<file path="src/sv/jts_pkg.sv">
// Shared types and codes for the JSON token scanner.
package jts_pkg;

	typedef enum logic [4:0] {
		M_VALUE  = 5'd0,
		M_KEY    = 5'd1,
		M_SEP    = 5'd2,
		M_STR    = 5'd3,
		M_ESC    = 5'd4,
		M_HEX    = 5'd5,
		M_BSL2   = 5'd6,
		M_U2     = 5'd7,
		M_COLON  = 5'd8,
		M_LIT    = 5'd9,
		M_NSIGN  = 5'd10,
		M_NZERO  = 5'd11,
		M_NINT   = 5'd12,
		M_NDOT   = 5'd13,
		M_NFRAC  = 5'd14,
		M_NE     = 5'd15,
		M_NESIGN = 5'd16,
		M_NEXP   = 5'd17
	} mode_t;

	localparam logic [3:0] K_BYTE      = 4'd0;
	localparam logic [3:0] K_KEY       = 4'd1;
	localparam logic [3:0] K_STRING    = 4'd2;
	localparam logic [3:0] K_NUMBER    = 4'd3;
	localparam logic [3:0] K_TRUE      = 4'd4;
	localparam logic [3:0] K_FALSE     = 4'd5;
	localparam logic [3:0] K_NULL      = 4'd6;
	localparam logic [3:0] K_ARR_START = 4'd7;
	localparam logic [3:0] K_ARR_END   = 4'd8;
	localparam logic [3:0] K_OBJ_START = 4'd9;
	localparam logic [3:0] K_OBJ_END   = 4'd10;
	localparam logic [3:0] K_SEP       = 4'd11;
	localparam logic [3:0] K_END       = 4'd12;
	localparam logic [3:0] K_ERROR     = 4'd13;

	localparam logic [3:0] E_STR   = 4'd0;
	localparam logic [3:0] E_ESC   = 4'd1;
	localparam logic [3:0] E_HEX   = 4'd2;
	localparam logic [3:0] E_UNI   = 4'd3;
	localparam logic [3:0] E_NUM   = 4'd4;
	localparam logic [3:0] E_LIT   = 4'd5;
	localparam logic [3:0] E_COLON = 4'd6;
	localparam logic [3:0] E_SEP   = 4'd7;
	localparam logic [3:0] E_DLM   = 4'd8;
	localparam logic [3:0] E_EARLY = 4'd9;
	localparam logic [3:0] E_BADC  = 4'd10;
	localparam logic [3:0] E_OVER  = 4'd11;

	localparam logic [1:0] LIT_TRUE  = 2'd0;
	localparam logic [1:0] LIT_FALSE = 2'd1;
	localparam logic [1:0] LIT_NULL  = 2'd2;

	// One result of a step.
	typedef struct packed {
		logic [3:0] kind;
		logic [7:0] data;
		logic [3:0] err;
	} result_t;

	// Expected byte of a literal at a given position.
	function automatic logic [7:0] lit_char(input logic [1:0] w, input logic [2:0] idx);
		logic [7:0] c;
		c = 8'h00;
		unique case (w)
			LIT_TRUE: begin
				unique case (idx)
					3'd1: c = "r";
					3'd2: c = "u";
					3'd3: c = "e";
					default: c = 8'h00;
				endcase
			end
			LIT_FALSE: begin
				unique case (idx)
					3'd1: c = "a";
					3'd2: c = "l";
					3'd3: c = "s";
					3'd4: c = "e";
					default: c = 8'h00;
				endcase
			end
			default: begin
				unique case (idx)
					3'd1: c = "u";
					3'd2: c = "l";
					3'd3: c = "l";
					default: c = 8'h00;
				endcase
			end
		endcase
		return c;
	endfunction

	function automatic logic [2:0] lit_len(input logic [1:0] w);
		return (w == LIT_FALSE) ? 3'd5 : 3'd4;
	endfunction

endpackage

</file>
<file path="src/sv/json_token_scanner_core.sv">
// Streaming JSON tokenizer: one text byte or end mark per transaction.
// Results of an input are registered and appear in the cycle after it is taken,
// then drain one result per cycle while m_tready is high, up to four per input.
// Throughput: one input per cycle while each input gives at most one result and
// m_tready is high; an input with more holds the input side until its last one drains.
// Reset: arst_n clears the mode, depth, escape and error state asynchronously.
module json_token_scanner_core #(
	parameter int STACK_DEPTH = 256
) (
	input  logic        clk,
	input  logic        arst_n,
	input  logic        s_tvalid,
	output logic        s_tready,
	input  logic [7:0]  s_tdata,   // [7:0] text_byte
	input  logic        s_tuser,   // [0] end_of_input
	output logic        m_tvalid,
	input  logic        m_tready,
	output logic [15:0] m_tdata,   // [3:0] token_kind, [11:4] data_byte, [15:12] error_code
	output logic        m_tlast    // last_result
);

	localparam int DW = $clog2(STACK_DEPTH + 1);
	localparam int AW = (STACK_DEPTH > 1) ? $clog2(STACK_DEPTH) : 1;
	localparam logic [DW-1:0] DMAX = DW'(STACK_DEPTH);

	// Scanner state.
	jts_pkg::mode_t mode_q;
	logic [3:0]    err_code_q;
	logic          err_q;
	logic [DW-1:0] depth_q;
	logic [1:0]    lit_w_q;
	logic [2:0]    lit_i_q;
	logic [15:0]   hex_q;
	logic [2:0]    hex_n_q;
	logic [15:0]   hi_q;
	logic          in_key_q;
	logic          just_q;
	// The container type of the innermost level is kept in a register so the
	// stack memory is only written on open; the entry below it is read ahead every cycle.
	logic          top_q;
	logic          stack_mem [STACK_DEPTH];

	// Result buffer: up to four results being delivered.
	jts_pkg::result_t buf_q [4];
	logic [2:0] cnt_q;
	logic [1:0] rd_q;

	// Next-state logic.
	jts_pkg::mode_t mode_d;
	logic [3:0]    err_code_d;
	logic          err_d;
	logic [DW-1:0] depth_d;
	logic [1:0]    lit_w_d;
	logic [2:0]    lit_i_d;
	logic [15:0]   hex_d;
	logic [2:0]    hex_n_d;
	logic [15:0]   hi_d;
	logic          in_key_d, just_d;
	logic          push, pop, push_val;
	jts_pkg::result_t res [4];
	logic [2:0]    nres;

	logic [7:0] b;
	logic       eof;
	logic       take;
	logic [15:0] hacc;
	logic [20:0] cp;
	logic [3:0]  hv;
	logic        hv_ok;
	logic        ws, dig, close_ch, want;

	assign b    = s_tdata;
	assign eof  = s_tuser;
	assign take = s_tvalid && s_tready;
	// Accept whenever the buffer drains in this cycle or is empty.
	assign s_tready = (cnt_q == 3'd0) || (cnt_q == 3'd1 && m_tready);

	assign m_tvalid = (cnt_q != 3'd0);
	assign m_tdata  = {buf_q[rd_q].err, buf_q[rd_q].data, buf_q[rd_q].kind};
	assign m_tlast  = (cnt_q == 3'd1);

	always_comb begin
		hv_ok = 1'b1;
		hv = 4'd0;
		if (b >= "0" && b <= "9") hv = 4'(b - 8'h30);
		else if (b >= "a" && b <= "f") hv = 4'(b - 8'h57);
		else if (b >= "A" && b <= "F") hv = 4'(b - 8'h37);
		else hv_ok = 1'b0;
	end

	assign ws       = (b == 8'h20) || (b == 8'h09) || (b == 8'h0a) || (b == 8'h0d);
	assign dig      = (b >= "0") && (b <= "9");
	assign close_ch = (b == "]") || (b == "}");
	assign want     = (b == "}");
	assign hacc     = {hex_q[11:0], hv};
	assign cp       = 21'h10000 + {1'b0, hi_q[9:0], hacc[9:0]};

	always_comb begin
		mode_d = mode_q;
		err_code_d = err_code_q;
		err_d = err_q;
		depth_d = depth_q;
		lit_w_d = lit_w_q;
		lit_i_d = lit_i_q;
		hex_d = hex_q;
		hex_n_d = hex_n_q;
		hi_d = hi_q;
		in_key_d = in_key_q;
		just_d = just_q;
		push = 1'b0;
		pop = 1'b0;
		push_val = 1'b0;
		nres = 3'd0;
		for (int i = 0; i < 4; i++) res[i] = '0;

		if (err_q) begin
			res[0] = '{jts_pkg::K_ERROR, 8'h00, err_code_q};
			nres = 3'd1;
		end else begin
			// A finished number falls through to separator handling.
			logic sep_go, do_close, do_fail;
			logic [3:0] fcode;
			sep_go = 1'b0;
			do_close = 1'b0;
			do_fail = 1'b0;
			fcode = jts_pkg::E_BADC;
			unique case (mode_q)
				jts_pkg::M_VALUE: begin
					if (eof) begin
						do_fail = 1'b1; fcode = jts_pkg::E_EARLY;
					end else if (ws) begin
					end else if (just_q && close_ch) begin
						do_close = 1'b1;
					end else begin
						just_d = 1'b0;
						if (b == "\"") begin
							in_key_d = 1'b0; mode_d = jts_pkg::M_STR;
						end else if (b == "[" || b == "{") begin
							if (depth_q >= DMAX) begin
								do_fail = 1'b1; fcode = jts_pkg::E_OVER;
							end else begin
								push = 1'b1; push_val = (b == "{");
								depth_d = depth_q + 1'b1;
								just_d = 1'b1;
								mode_d = push_val ? jts_pkg::M_KEY : jts_pkg::M_VALUE;
								res[0].kind = push_val ? jts_pkg::K_OBJ_START
								                       : jts_pkg::K_ARR_START;
								nres = 3'd1;
							end
						end else if (b == "-" || dig) begin
							res[0] = '{jts_pkg::K_BYTE, b, 4'd0};
							nres = 3'd1;
							mode_d = (b == "-") ? jts_pkg::M_NSIGN :
							         (b == "0") ? jts_pkg::M_NZERO : jts_pkg::M_NINT;
						end else if (b == "t" || b == "f" || b == "n") begin
							lit_w_d = (b == "t") ? jts_pkg::LIT_TRUE :
							          (b == "f") ? jts_pkg::LIT_FALSE : jts_pkg::LIT_NULL;
							lit_i_d = 3'd1;
							mode_d = jts_pkg::M_LIT;
						end else begin
							do_fail = 1'b1;
						end
					end
				end
				jts_pkg::M_KEY: begin
					if (eof) begin
						do_fail = 1'b1; fcode = jts_pkg::E_EARLY;
					end else if (ws) begin
					end else if (just_q && close_ch) begin
						do_close = 1'b1;
					end else if (b == "\"") begin
						in_key_d = 1'b1; just_d = 1'b0; mode_d = jts_pkg::M_STR;
					end else begin
						do_fail = 1'b1; fcode = jts_pkg::E_STR;
					end
				end
				jts_pkg::M_SEP: sep_go = 1'b1;
				jts_pkg::M_STR: begin
					if (eof) begin
						do_fail = 1'b1; fcode = jts_pkg::E_EARLY;
					end else if (b == "\"") begin
						if (in_key_q) mode_d = jts_pkg::M_COLON;
						else begin
							res[0].kind = jts_pkg::K_STRING; nres = 3'd1;
							mode_d = jts_pkg::M_SEP;
						end
					end else if (b == "\\") begin
						mode_d = jts_pkg::M_ESC;
					end else if (b < 8'h20) begin
						do_fail = 1'b1; fcode = jts_pkg::E_STR;
					end else begin
						res[0] = '{jts_pkg::K_BYTE, b, 4'd0}; nres = 3'd1;
					end
				end
				jts_pkg::M_ESC: begin
					if (eof) begin
						do_fail = 1'b1; fcode = jts_pkg::E_EARLY;
					end else begin
						mode_d = jts_pkg::M_STR;
						nres = 3'd1;
						res[0].kind = jts_pkg::K_BYTE;
						unique case (b)
							"\"", "\\", "/": res[0].data = b;
							"b": res[0].data = 8'h08;
							"f": res[0].data = 8'h0c;
							"n": res[0].data = 8'h0a;
							"r": res[0].data = 8'h0d;
							"t": res[0].data = 8'h09;
							"u": begin
								nres = 3'd0;
								hex_d = 16'h0; hex_n_d = 3'd0; mode_d = jts_pkg::M_HEX;
							end
							default: begin
								nres = 3'd0;
								do_fail = 1'b1; fcode = jts_pkg::E_ESC;
							end
						endcase
					end
				end
				jts_pkg::M_HEX: begin
					if (eof) begin
						do_fail = 1'b1; fcode = jts_pkg::E_EARLY;
					end else if (!hv_ok) begin
						do_fail = 1'b1; fcode = jts_pkg::E_HEX;
					end else begin
						hex_d = hacc;
						hex_n_d = hex_n_q + 3'd1;
						if (hex_n_q == 3'd3) begin
							if (hi_q != 16'h0) begin
								if (hacc >= 16'hdc00 && hacc <= 16'hdfff) begin
									res[0] = '{jts_pkg::K_BYTE, {5'b11110, cp[20:18]}, 4'd0};
									res[1] = '{jts_pkg::K_BYTE, {2'b10, cp[17:12]}, 4'd0};
									res[2] = '{jts_pkg::K_BYTE, {2'b10, cp[11:6]}, 4'd0};
									res[3] = '{jts_pkg::K_BYTE, {2'b10, cp[5:0]}, 4'd0};
									nres = 3'd4;
									hi_d = 16'h0;
									mode_d = jts_pkg::M_STR;
								end else begin
									do_fail = 1'b1; fcode = jts_pkg::E_UNI;
								end
							end else if (hacc >= 16'hd800 && hacc <= 16'hdbff) begin
								hi_d = hacc; mode_d = jts_pkg::M_BSL2;
							end else if (hacc >= 16'hdc00 && hacc <= 16'hdfff) begin
								do_fail = 1'b1; fcode = jts_pkg::E_UNI;
							end else begin
								mode_d = jts_pkg::M_STR;
								if (hacc < 16'h0080) begin
									res[0] = '{jts_pkg::K_BYTE, hacc[7:0], 4'd0};
									nres = 3'd1;
								end else if (hacc < 16'h0800) begin
									res[0] = '{jts_pkg::K_BYTE, {3'b110, hacc[10:6]}, 4'd0};
									res[1] = '{jts_pkg::K_BYTE, {2'b10, hacc[5:0]}, 4'd0};
									nres = 3'd2;
								end else begin
									res[0] = '{jts_pkg::K_BYTE, {4'b1110, hacc[15:12]}, 4'd0};
									res[1] = '{jts_pkg::K_BYTE, {2'b10, hacc[11:6]}, 4'd0};
									res[2] = '{jts_pkg::K_BYTE, {2'b10, hacc[5:0]}, 4'd0};
									nres = 3'd3;
								end
							end
						end
					end
				end
				jts_pkg::M_BSL2, jts_pkg::M_U2: begin
					if (eof) begin
						do_fail = 1'b1; fcode = jts_pkg::E_EARLY;
					end else if (mode_q == jts_pkg::M_BSL2 && b == "\\") begin
						mode_d = jts_pkg::M_U2;
					end else if (mode_q == jts_pkg::M_U2 && b == "u") begin
						hex_d = 16'h0; hex_n_d = 3'd0; mode_d = jts_pkg::M_HEX;
					end else begin
						do_fail = 1'b1; fcode = jts_pkg::E_UNI;
					end
				end
				jts_pkg::M_COLON: begin
					if (eof) begin
						do_fail = 1'b1; fcode = jts_pkg::E_EARLY;
					end else if (ws) begin
					end else if (b == ":") begin
						in_key_d = 1'b0;
						res[0].kind = jts_pkg::K_KEY; nres = 3'd1;
						mode_d = jts_pkg::M_VALUE;
					end else begin
						do_fail = 1'b1; fcode = jts_pkg::E_COLON;
					end
				end
				jts_pkg::M_LIT: begin
					if (eof) begin
						do_fail = 1'b1; fcode = jts_pkg::E_EARLY;
					end else if (lit_i_q < jts_pkg::lit_len(lit_w_q) &&
					             b == jts_pkg::lit_char(lit_w_q, lit_i_q)) begin
						lit_i_d = lit_i_q + 3'd1;
						if (lit_i_d >= jts_pkg::lit_len(lit_w_q)) begin
							res[0].kind = (lit_w_q == jts_pkg::LIT_TRUE)  ? jts_pkg::K_TRUE :
							              (lit_w_q == jts_pkg::LIT_FALSE) ? jts_pkg::K_FALSE :
							                                                jts_pkg::K_NULL;
							nres = 3'd1;
							mode_d = jts_pkg::M_SEP;
						end
					end else begin
						do_fail = 1'b1; fcode = jts_pkg::E_LIT;
					end
				end
				jts_pkg::M_NSIGN, jts_pkg::M_NDOT, jts_pkg::M_NE, jts_pkg::M_NESIGN: begin
					if (eof) begin
						do_fail = 1'b1; fcode = jts_pkg::E_EARLY;
					end else if (mode_q == jts_pkg::M_NE && (b == "+" || b == "-")) begin
						res[0] = '{jts_pkg::K_BYTE, b, 4'd0}; nres = 3'd1;
						mode_d = jts_pkg::M_NESIGN;
					end else if (dig) begin
						res[0] = '{jts_pkg::K_BYTE, b, 4'd0}; nres = 3'd1;
						unique case (mode_q)
							jts_pkg::M_NSIGN:
								mode_d = (b == "0") ? jts_pkg::M_NZERO : jts_pkg::M_NINT;
							jts_pkg::M_NDOT: mode_d = jts_pkg::M_NFRAC;
							default: mode_d = jts_pkg::M_NEXP;
						endcase
					end else begin
						do_fail = 1'b1; fcode = jts_pkg::E_NUM;
					end
				end
				jts_pkg::M_NZERO, jts_pkg::M_NINT, jts_pkg::M_NFRAC, jts_pkg::M_NEXP: begin
					if (!eof && dig && mode_q != jts_pkg::M_NZERO) begin
						res[0] = '{jts_pkg::K_BYTE, b, 4'd0}; nres = 3'd1;
					end else if (!eof && b == "." &&
					             (mode_q == jts_pkg::M_NZERO || mode_q == jts_pkg::M_NINT)) begin
						res[0] = '{jts_pkg::K_BYTE, b, 4'd0}; nres = 3'd1;
						mode_d = jts_pkg::M_NDOT;
					end else if (!eof && (b == "e" || b == "E") &&
					             mode_q != jts_pkg::M_NEXP) begin
						res[0] = '{jts_pkg::K_BYTE, b, 4'd0}; nres = 3'd1;
						mode_d = jts_pkg::M_NE;
					end else begin
						res[0].kind = jts_pkg::K_NUMBER; nres = 3'd1;
						mode_d = jts_pkg::M_SEP;
						sep_go = 1'b1;
					end
				end
				default: do_fail = 1'b1;
			endcase

			// Separator position, possibly after a number token in slot 0.
			if (sep_go) begin
				if (eof) begin
					if (depth_q == '0) begin
						res[nres[1:0]].kind = jts_pkg::K_END;
						nres = nres + 3'd1;
					end else begin
						do_fail = 1'b1; fcode = jts_pkg::E_EARLY;
					end
				end else if (ws) begin
				end else if (b == ",") begin
					if (depth_q == '0) begin
						do_fail = 1'b1; fcode = jts_pkg::E_SEP;
					end else begin
						mode_d = top_q ? jts_pkg::M_KEY : jts_pkg::M_VALUE;
						just_d = 1'b0;
						res[nres[1:0]].kind = jts_pkg::K_SEP;
						nres = nres + 3'd1;
					end
				end else if (close_ch) begin
					do_close = 1'b1;
				end else begin
					do_fail = 1'b1;
				end
			end

			if (do_close) begin
				if (depth_q == '0 || top_q != want) begin
					do_fail = 1'b1; fcode = jts_pkg::E_DLM;
				end else begin
					pop = 1'b1;
					depth_d = depth_q - 1'b1;
					just_d = 1'b0;
					mode_d = jts_pkg::M_SEP;
					res[nres[1:0]].kind = want ? jts_pkg::K_OBJ_END : jts_pkg::K_ARR_END;
					nres = nres + 3'd1;
				end
			end

			if (do_fail) begin
				err_d = 1'b1;
				err_code_d = fcode;
				res[nres[1:0]] = '{jts_pkg::K_ERROR, 8'h00, fcode};
				nres = nres + 3'd1;
			end
		end
	end

	// Stack: write on open. The entry below the top for the depth of the next
	// cycle is read into a register, so a close that follows at once already
	// has the container type of the level it returns to.
	logic [DW-1:0] depth_nx;
	logic [AW-1:0] rd_addr;
	logic          rd_data_q;
	assign depth_nx = take ? depth_d : depth_q;
	assign rd_addr  = AW'(depth_nx - DW'(2));

	always_ff @(posedge clk) begin
		if (take && push) stack_mem[AW'(depth_q)] <= push_val;
		rd_data_q <= stack_mem[rd_addr];
	end

	always_ff @(posedge clk or negedge arst_n) begin
		if (!arst_n) begin
			mode_q <= jts_pkg::M_VALUE;
			err_code_q <= 4'd0;
			err_q <= 1'b0;
			depth_q <= '0;
			lit_w_q <= 2'd0;
			lit_i_q <= 3'd0;
			hex_q <= 16'h0;
			hex_n_q <= 3'd0;
			hi_q <= 16'h0;
			in_key_q <= 1'b0;
			just_q <= 1'b0;
			top_q <= 1'b0;
			cnt_q <= 3'd0;
			rd_q <= 2'd0;
		end else begin
			if (take) begin
				mode_q <= mode_d;
				err_code_q <= err_code_d;
				err_q <= err_d;
				depth_q <= depth_d;
				lit_w_q <= lit_w_d;
				lit_i_q <= lit_i_d;
				hex_q <= hex_d;
				hex_n_q <= hex_n_d;
				hi_q <= hi_d;
				in_key_q <= in_key_d;
				just_q <= just_d;
				if (push) top_q <= push_val;
				else if (pop) top_q <= (depth_q >= DW'(2)) ? rd_data_q : 1'b0;
				cnt_q <= nres;
				rd_q <= 2'd0;
			end else if (m_tvalid && m_tready) begin
				cnt_q <= cnt_q - 3'd1;
				rd_q <= rd_q + 2'd1;
			end
		end
	end

	always_ff @(posedge clk) begin
		if (take) begin
			for (int i = 0; i < 4; i++) buf_q[i] <= res[i];
		end
	end

endmodule

</file>
<file path="config.mk">
export PLATFORM = sky130hd
export DESIGN_NAME = json_token_scanner_core
export DESIGN_NICKNAME = d
export VERILOG_FILES = /design/src/sv/jts_pkg.sv /design/src/sv/json_token_scanner_core.sv
export SDC_FILE = /design/constraint.sdc
export NUM_CORES = 1
export LEC_CHECK = 0
export ABC_AREA = 1
export BUFFER_PORTS_ARGS = -buffer_cell sky130_fd_sc_hd__buf_2
export CAP_MARGIN = 20
export CORE_UTILIZATION = 45
export CTS_BUF_LIST = sky130_fd_sc_hd__clkbuf_4 sky130_fd_sc_hd__clkbuf_8
export DETAILED_ROUTE_END_ITERATION = 10
export GPL_TIMING_DRIVEN = 0
export SKIP_CTS_REPAIR_TIMING = 1
export SYNTH_ARGS = -nofsm -noshare
export SYNTH_HDL_FRONTEND = slang
export SYNTH_SLANG_ARGS = --single-unit
</file>
<file path="constraint.sdc">
create_clock -name clk -period 10.7 [get_ports clk]
set_input_delay 2.675 -clock clk [delete_from_list [all_inputs] [get_ports clk]]
set_output_delay 2.675 -clock clk [all_outputs]
set_load 0.02 [all_outputs]
</file>
; Word-level counts from Yosys, hierarchy flattened
; Memory sizes are Yosys's and may differ from the RTL's. A register that Yosys moved wholly into a read port is not among the register bits.
; Index checks and enable logic that the tools add are counted.
[op_classes]
addsub = 14
n_lt_le_gt_ge = 23
n_eq_ne = 78
muxes = 396
bitwise_logic = 10
n_reduce_logical = 66
[ops]
columns = cell, n
row1 = 2-to-1 mux 64 bit, 14
row2 = 2-to-1 mux 48 bit, 6
row3 = bitwise mux 64 bit, 4
row4 = 2-to-1 mux 5 bit, 44
row5 = 2-to-1 mux 12 bit, 18
row6 = 2-to-1 mux 16 bit, 13
row7 = 2-to-1 mux 4 bit, 49
row8 = 2-to-1 mux 1 bit, 144
row9 = 2-to-1 mux 3 bit, 48
row10 = "equality test 8 x 7 -> 1 bit, second input constant", 13
row11 = 2-to-1 mux 9 bit, 11
row12 = demux 16 bit (select 2 bit), 3
row13 = case mux 8 bit (6 select lines), 2
row14 = "equality test 8 x 6 -> 1 bit, second input constant", 9
row15 = 2-to-1 mux 60 bit, 1
row16 = case mux 5 bit (10 select lines), 1
row17 = "!= test 2 bit, second input constant", 24
row18 = "equality test 5 x 4 -> 1 bit, second input constant", 8
row19 = 2-to-1 mux 8 bit, 5
row20 = case mux 12 bit (3 select lines), 1
row21 = case mux 4 bit (9 select lines), 1
row22 = "greater-or-equal comparator 16 bit, second input constant", 2
row23 = "<= comparator 16 bit, second input constant", 2
row24 = 2-to-1 mux 32 bit, 1
row25 = other kinds (76), 163
[word_totals]
regBits = 63
ram_bits = 320
in_bits = 13
output_inout_bits = 19
n_memories = 2
[memory_table]
columns = memory, words, word_bits, read_ports, rd_clocked_by_memory_dff, write_ports, line
row1 = stack_mem, 256, 1, 1, 1, 1, json_token_scanner_core.sv:41  ; logic stack_mem [STACK_DEPTH];
row2 = buf_q, 4, 16, 1, 0, 4, json_token_scanner_core.sv:44  ; jts_pkg::result_t buf_q [4];

; Logic depth before layout (Yosys ltp)
; Gate-level depths: netlist of the first run.
[depth]
word_depth = 35
depth_mapped = 29
depth_no_buf = 28

; Least setup slack after synthesis of the first run
; Ideal clock, no wire load.
[synth_timing]
kind = input -> register
from = in s_tdata[0]
to = mem stack_mem[0], data pin
setup_time_ns = 1.394
t_arrival_ns = 9.958
required_time_ns = 9.306
slack_ns = -0.652
cell_stages = 15
n_path_buf = 0
cell_sequence = inv_1 > ha_1 > inv_1 > nor2_1 > inv_1 > o21ai_0 > nand2_1 > nand2_1 > nor2_4 > nand2_1 > nor2_2 > inv_2 > nor2_1 > nand2_1 > nor2_1
[synth_via]
elab_chain_cells = 9
elab_cells_between_ends = 23
cone_classes = 9 x eq/ne / 8 x mux / 6 x reduce/logical
[synth_rtl]
columns = item, line
row1 = "start, declared", json_token_scanner_core.sv:14  ; input logic [7:0] s_tdata,
row2 = "equality test 8 x 7 -> 1 bit, on equally long branches", "json_token_scanner_core.sv:138, json_token_scanner_core.sv:142"
row3 = 2-to-1 mux 1 bit or logical OR 1 bit (tied branches), "json_token_scanner_core.sv:139, json_token_scanner_core.sv:138"
row4 = 2-to-1 mux 1 bit, json_token_scanner_core.sv:138  ; end else if (b == "[" || b == "{") begin
row5 = 2-to-1 mux 1 bit, json_token_scanner_core.sv:136  ; if (b == "\"") begin
row6 = 2-to-1 mux 1 bit, json_token_scanner_core.sv:132  ; end else if (just_q && close_ch) begin
row7 = 2-to-1 mux 1 bit *, json_token_scanner_core.sv:131  ; end else if (ws) begin
row8 = 2-to-1 mux 1 bit *, json_token_scanner_core.sv:129  ; if (eof) begin
row9 = 2-to-1 mux 1 bit *, json_token_scanner_core.sv:127  ; unique case (mode_q)
row10 = 2-to-1 mux 1 bit *, json_token_scanner_core.sv:116  ; if (err_q) begin
row11 = via push_val, json_token_scanner_core.sv:59  ; logic push, pop, push_val;
row12 = "end, declared", json_token_scanner_core.sv:41
; The timed path passes the listed nets; every way through them passes the cells marked *.

==> flow_summary.toml, run 1 <==
[layout]
fillCellCount = 4649
diodes = 0
nets = 2831
drive_gt1_frac = 0.104
area_growth_pct = 11.7
layout_commonest_cell = "nand2_1"
final_cell_mix = "nand2_1 (541), nor2_1 (450), inv_1 (376)"

[synth]
synthCells = 2675
synth.distinct_cells = 56
syn-mean-instance-area_um2 = 8.14
synth_ff_type = "edfxtp_1"
yosys_warnings = 0
synth_edf_count = 317
async_flop_share = 0.165
ys_ff_latch = 381
synth_nets = 2724
synth_area_mm2 = 0.0218
seq_area_frac_synth = 0.511

[setup_path]
r2r_start = "hi_q[6]$_DFFE_PN0P_"
crit_start = "s_tdata[1]"
start_kind = "primary input"
worst_ep_required_time_ns = 11.07
crit_path_end_kind = "flop"
rr_worst_depth = 25
crit_fanout = 8
critical_path_arrival_ns = 7.78
critPathKind = "in -> reg"

[worst_hold_path]
hold_path_startpoint = "hex_n_q[1]$_DFFE_PN0P_"
holdCritPathClass = "reg -> reg"
hold_depth = 2

[pwr]
p_leak_nw = 10.2
seqPwrFrac = 0.464
power.share.switching = 0.282
clkPwrFrac = 0.407
fin_total_pwr_mw = 3.60
switching_power_mw = 1.02
p_int_mw = 2.59
vdd_drop_max_v = 0.0000799
power.share.combinational = 0.129
powerDensity_mw_per_mm2 = 148

[timing]
post-route-worst-setup-slack_ns = 3.29
final.min_clock_period_ns = 7.41
drv_slew = 0
rsz0062_at_grt = "false"
hold_viol = 0
relSlewSlack = 0.288
fin_worst_skew_ns = 0.0371
holdWs_ns = 0.486
setup_tns_ns = 0
worst_slew_pin_slew_ns = 1.07
timing.final.crit_share = 0.692
fmaxAchievable_mhz = 135
setup_violations = 0

[die]
fp.dieArea_mm2 = 0.0493
core-area_mm2 = 0.0477
die_w_um = 222
start_util = 0.456
ios = 32
row_count = 80
die_h_um = 222

[cts]
clk_path_buf_depth = 3
clockRootBuffer = "clkbuf_8"
htreeDepth = 3
worst_skew_pair.late_latency_ns = 0.68
path_clk_slew_ns = 0.05
clkSinkCount = 381
cts_made_buffers = 70
tritoncts = "yes"

[drt]
num_vias = 19600
routed_wl_mm = 76.2
ant_nets = 0
dr.pass1.iters = 6
avgRoutedWirePerCell_um = 22.1
drt_iter0_markers = 2617
vias_per_cell = 5.68
drc = 0

[global_route]
grt_max_degree = 52
grt_pass1_wl_mm = 114
grt_pass1_vias = 18500
globalRoute.totalOverflow = 0
antenna_found_initial = 0
track_usage = 0.312

[job]
cap_violations = 0

[placement]
routabilityCongestion = 0.968
pre_cts_ws_ns = 2.71
dp_hpwl_mm = 54.6
portBuffers = 27

[outcome]
status = "finished clean"
## metal layers
layer | up-vias | GRT usage | share of wire
met3 | 166 | 0.0720 | 0.11
li1 | 9033 | - | -
met4 | 0 | 0.108 | 0.032
met1 | 9321 | 0.467 | 0.44
met2 | 1087 | 0.437 | 0.41
met5 | - | 0 | 0
## cell usage after synthesis, drive strengths merged (9+ instances only)
cell type    n  area [µm²]
dfrtp       63        1580
inv        407        1530
buf         64         395
nor4        13        93.8
a31oi       10        62.6
ha          36         450
o211ai      25         203
a21oi       48         240
nand3      308        1590
nand4       21         138
a22oi       11        82.6
o21ai      118         594
nand2      557        2160
nor3        39         210
edfxtp     317        9520
o22ai       35         219
o31ai        9        67.6
nor2       473        1870
clkbuf      52         195
xor2        17         149
## kinds of logic after synthesis
kind of cell             share of synthesized area
AND/OR/NAND/NOR                              0.281
flip-flops                                   0.511
AO/OA/AOI/OAI                               0.0815
buffers and inverters                       0.0984
multiplexers                              0.000460
adder cells (fa/ha/maj)                     0.0207
XOR/XNOR                                   0.00764
## metrics by stage
stage / instance area, µm² / cells / util
final: 24300 / 3451 / 0.509
after global routing: 24300 / 3451 / 0.509
after global placement: 22700 / 3317 / 0.475
after floorplan: 21800 / 2675 / -
after detailed placement: 22900 / 3325 / 0.479
after CTS: 24300 / 3451 / 0.509
## flip-flops by register name, indices dropped and copies added, names as in the netlist, 2 cells and up
name	cells
stack_mem	256
buf_q	61
hi_q	16
hex_q	12
depth_q	9
mode_q	5
err_code_q	4
cnt_q	3
hex_n_q	3
lit_i_q	3
lit_w_q	2
rd_q	2
## critical path, cell delays in order
cell     delay (ns)
buf_2          0.15
inv_1          0.15
ha_1           0.21
nand2_1        0.10
nand2_1        0.08
nand2_1        0.05
nand2_1        0.10
nand2_1        0.25
nand2_1        0.27
inv_2          0.14
nor3_2         0.18
nand2_1        0.15
nor2_1         0.25
inv_2          0.06
nor2_1         0.14
inv_1          0.11
nand3_2        0.13
inv_1          0.07
ha_1           0.27
inv_1          0.03
o21ai_0        0.40
ha_1           0.33
a21oi_1        0.28
inv_1          0.14
ha_1           0.22
nand2_1        0.23
nand3_1        0.13
nor4_1         0.44
## power by group through the flow
stage	registers, mW	logic, mW	clock network (mW)
final	1.67	0.466	1.47
after global routing	1.68	0.508	1.54
after CTS	1.67	0.466	1.49
after detailed placement	1.70	0.464	0
after global placement	1.70	0.451	0
after floorplan	1.69	0.285	0
## final timing paths
path                                        endpoint  slack [ns]
min in group asynchronous     lit_i_q[1]$_DFFE_PN0P_        1.95
setup / recovery           buf_q[3][8]$_SDFFCE_PP0P_        3.29
setup reg to reg           buf_q[3][8]$_SDFFCE_PP0P_        5.08
max in group asynchronous        hi_q[5]$_DFFE_PN0P_        8.16
hold reg to reg               hex_n_q[1]$_DFFE_PN0P_        0.49
hold / removal                hex_n_q[1]$_DFFE_PN0P_        0.49
## area by class of cell
class | instances | area [µm²] | area share
flip-flops and latches | 381 | 11100 | 0.457
multi-input cells | 1766 | 8530 | 0.351
inverters | 412 | 1550 | 0.0638
clock buffers | 94 | 1170 | 0.0483
well taps | 615 | 769 | 0.0317
plain buffers | 116 | 591 | 0.0243
repair buffers | 35 | 313 | 0.0129
clock inverters | 32 | 269 | 0.0111
No activity file was read; power rests on OpenSTA's default activity.
==> run 2: changes to the inputs <==
--- a/config.mk
+++ b/config.mk
@@ -5,7 +5,7 @@
 export SDC_FILE = /design/constraint.sdc
 export NUM_CORES = 1
 export LEC_CHECK = 0
-export ABC_AREA = 1
+export ABC_AREA = 0
 export BUFFER_PORTS_ARGS = -buffer_cell sky130_fd_sc_hd__buf_2
 export CAP_MARGIN = 20
 export CORE_UTILIZATION = 45
==> constraint.sdc (replaced) <==
create_clock -name clk -period 7.3 [get_ports clk]
set_input_delay 1.825 -clock clk [delete_from_list [all_inputs] [get_ports clk]]
set_output_delay 1.825 -clock clk [all_outputs]
set_load 0.02 [all_outputs]
==> run 2 against run 1 <==
Net effect: flip-flop and latch count stayed put; core utilization grew 0.76 points; clock power increased by 35%; sequential share of layout area grew 1.3 points; die area fell by 3.0%; sequential power rose by 49%; global-route usage shrank 0.44 points.
==> flow_summary.toml, run 2 <==
[synth]
yosys_warnings = 0
yosys.area.top_type = "edfxtp_1"
seq_area_frac_synth = 0.527
synth_ff_type = "edfxtp_1"
synthCells = 2050
synth_edf_count = 317
yosys.cell_count.top_type = "nor2_1"
synth.distinct_cells = 107
ys_ff_latch = 381
synth_area_leaders = "edfxtp_1 (45%), dfrtp_1 (7.5%), nor2_1 (6.6%), nand2_1 (4.8%), mux2i_1 (3.8%)"
async_flop_share = 0.165
yosys.area.top_type_share = 0.451
synth_area_mm2 = 0.0211
syn-mean-instance-area_um2 = 10.3
synth_nets = 2099
yosys-top-cells-count = "nor2_1 (373), edfxtp_1 (317), nand2_1 (270)"

[layout]
largest_register_ffs = 256
layout_commonest_cell = "nor2_1"
top_register = "stack_mem"
area_growth_pct = 12.1
fillCellCount = 4174
stdcell_count = 2814
top_regs = "stack_mem (256), buf_q (61), hi_q (16)"
final_cell_mix = "nor2_1 (370), edfxtp_1 (317), nand2_1 (270)"
drive_gt1_frac = 0.134
nets = 2213
final_util = 0.517
diodes = 0

[cts]
tritoncts = "yes"
clk_path_buf_depth = 3
path_clk_slew_ns = 0.06
clkSinkCount = 381
clockRootBuffer = "clkbuf_8"
worst_skew_pair.late_latency_ns = 0.68
htreeDepth = 3
cts_made_buffers = 69

[timing]
holdWs_ns = 0.481
hold_viol = 0
setup_violations = 0
fin_worst_skew_ns = 0.0359
setup_tns_ns = 0
timing.final.crit_share = 0.981
drv_slew = 0
worst_slew_pin_slew_ns = 1.15
relSlewSlack = 0.233
fmaxAchievable_mhz = 140
final.min_clock_period_ns = 7.16

[drt]
dr.pass1.iters = 6
routed_wl_mm = 72.5
drt_iter0_markers = 2430
avgRoutedWirePerCell_um = 25.8
num_vias = 17400
drc = 0
ant_nets = 0
vias_per_cell = 6.19

[setup_path]
crit_path_end_kind = "flop"
cpLargestDelayFamily = "buffers and inverters"
critical_path_arrival_ns = 7.75
start_kind = "primary input"
rrSetupSlack_ns = 0.73
path_cells = "buf_2 -> buf_2 -> clkinv_1 -> a311oi_4 -> a21oi_1 -> o21a_1 -> a221oi_1 -> nand2_1 -> inv_4 -> buf_4 -> clkbuf_4 -> buf_4 -> ha_1 -> xnor2_2 -> xnor2_2 -> buf_6 -> buf_6 -> buf_6 -> a211oi_1 -> a311oi_1 -> a311oi_1 -> o21bai_1 -> nand4b_1 -> a32oi_2"
crit_fanout = 10
cp_common_cell = "buf_6"
worst_ep_required_time_ns = 7.89
slowest_delay_ns = 0.48
worst-path-buf-inv = 10
critPathKind = "in -> reg"
slowest_stage = "clkinv_1"

[die]
row_count = 78
fp.dieArea_mm2 = 0.0478
die_w_um = 219
core-area_mm2 = 0.0458
die_h_um = 219
ios = 32
start_util = 0.461

[global_route]
grt_pass1_wl_mm = 107
track_usage = 0.307
grt_max_degree = 68
globalRoute.totalOverflow = 0
grt_pass1_vias = 16600
antenna_found_initial = 0

[job]
cap_violations = 0

[pwr]
p_leak_nw = 7.72
fin_total_pwr_mw = 5.90
vdd_drop_max_v = 0.000301
powerDensity_mw_per_mm2 = 249

[placement]
portBuffers = 29
placedCellCount = 2689
dp_hpwl_mm = 50.8
routabilityCongestion = 0.961

[outcome]
status = "finished clean"

[worst_hold_path]
holdCritPathClass = "reg -> reg"
run 2: cell types whose count changed after synthesis, moves of 15 or more:
| cell | previous run | this run |
|---|---|---|
| clkbuf_1 | 52 | 86 |
| a21oi_1 | 48 | 71 |
| inv_2 | 28 | 1 |
| nand3_1 | 301 | 71 |
| nand2_1 | 541 | 270 |
| mux2i_1 | 1 | 80 |
| nor2b_1 | 0 | 17 |
| inv_1 | 377 | 39 |
| o21ai_0 | 111 | 86 |
| nor2_1 | 451 | 373 |
| o22ai_1 | 35 | 13 |
| nor2_2 | 15 | 0 |
| mux4_2 | 0 | 29 |
run 2: power by group:
| part | leakage (nW) | internal [mW] | switching (mW) | total, mW |
|---|---|---|---|---|
| logic | 3.86 | 0.440 | 0.969 | 1.41 |
| clock network | 0.690 | 1.04 | 0.952 | 1.99 |
| registers | 3.17 | 2.45 | 0.0397 | 2.49 |
| total | 7.72 | 3.93 | 1.96 | 5.90 |
run 2: path summary, 6_finish.rpt:
check / end / cells after the start / startpoint
worst min-delay path: hi_q[14]$_DFFE_PN0P_ / 1 / hi_q[14]$_DFFE_PN0P_
worst max register to register: rd_data_q$_DFF_P_ / 26 / depth_q[0]$_DFF_PN0_
worst max-delay path: rd_data_q$_DFF_P_ / 24 / s_tdata[3]
min in group asynchronous: lit_i_q[0]$_DFFE_PN0P_ / 1 / arst_n
max in group asynchronous: err_code_q[1]$_DFFE_PN0P_ / 2 / arst_n
worst min register to register: hi_q[14]$_DFFE_PN0P_ / 1 / hi_q[14]$_DFFE_PN0P_
run 2: cell type report:
cell class	instances	area [µm²]	area share
Sequential cell	381	11100	0.470
Multi-Input combinational cell	1486	9260	0.392
Clock buffer	83	1050	0.0446
Tap cell	600	751	0.0317
Buffer	138	663	0.0280
Timing Repair Buffer	45	373	0.0158
Clock inverter	38	262	0.0111
Inverter	43	169	0.00714
run 2: per-layer routing:
metal	track usage	routed length [µm]	share of wire	vias up
met5	0	0	0	-
met4	0.0956	1610	0.022	0
met1	0.459	32300	0.45	8631
met3	0.0688	7780	0.11	116
met2	0.439	30800	0.43	931
li1	-	-	-	7733
run 2: metrics by stage:
step | setup slack (ns) | area [µm²]
floorplan | 0.767 | 21100
global placement | -1.53 | 22000
detailed placement | -1.45 | 22200
CTS | -0.789 | 23500
global route | -0.00408 | 23700
finish | 0.140 | 23700
run 2: cell families (layout without fill, tap and decap cells):
| group | count (synthesis) | count (layout) | synth area share |
|---|---|---|---|
| fa+ha+maj | 36 | 36 | 0.0213 |
| flops | 381 | 381 | 0.527 |
| mux | 120 | 120 | 0.0748 |
| simple gates | 928 | 928 | 0.202 |
| xor+xnor | 28 | 28 | 0.0152 |
| compound gates | 374 | 374 | 0.122 |
| buf+inv | 183 | 347 | 0.0386 |
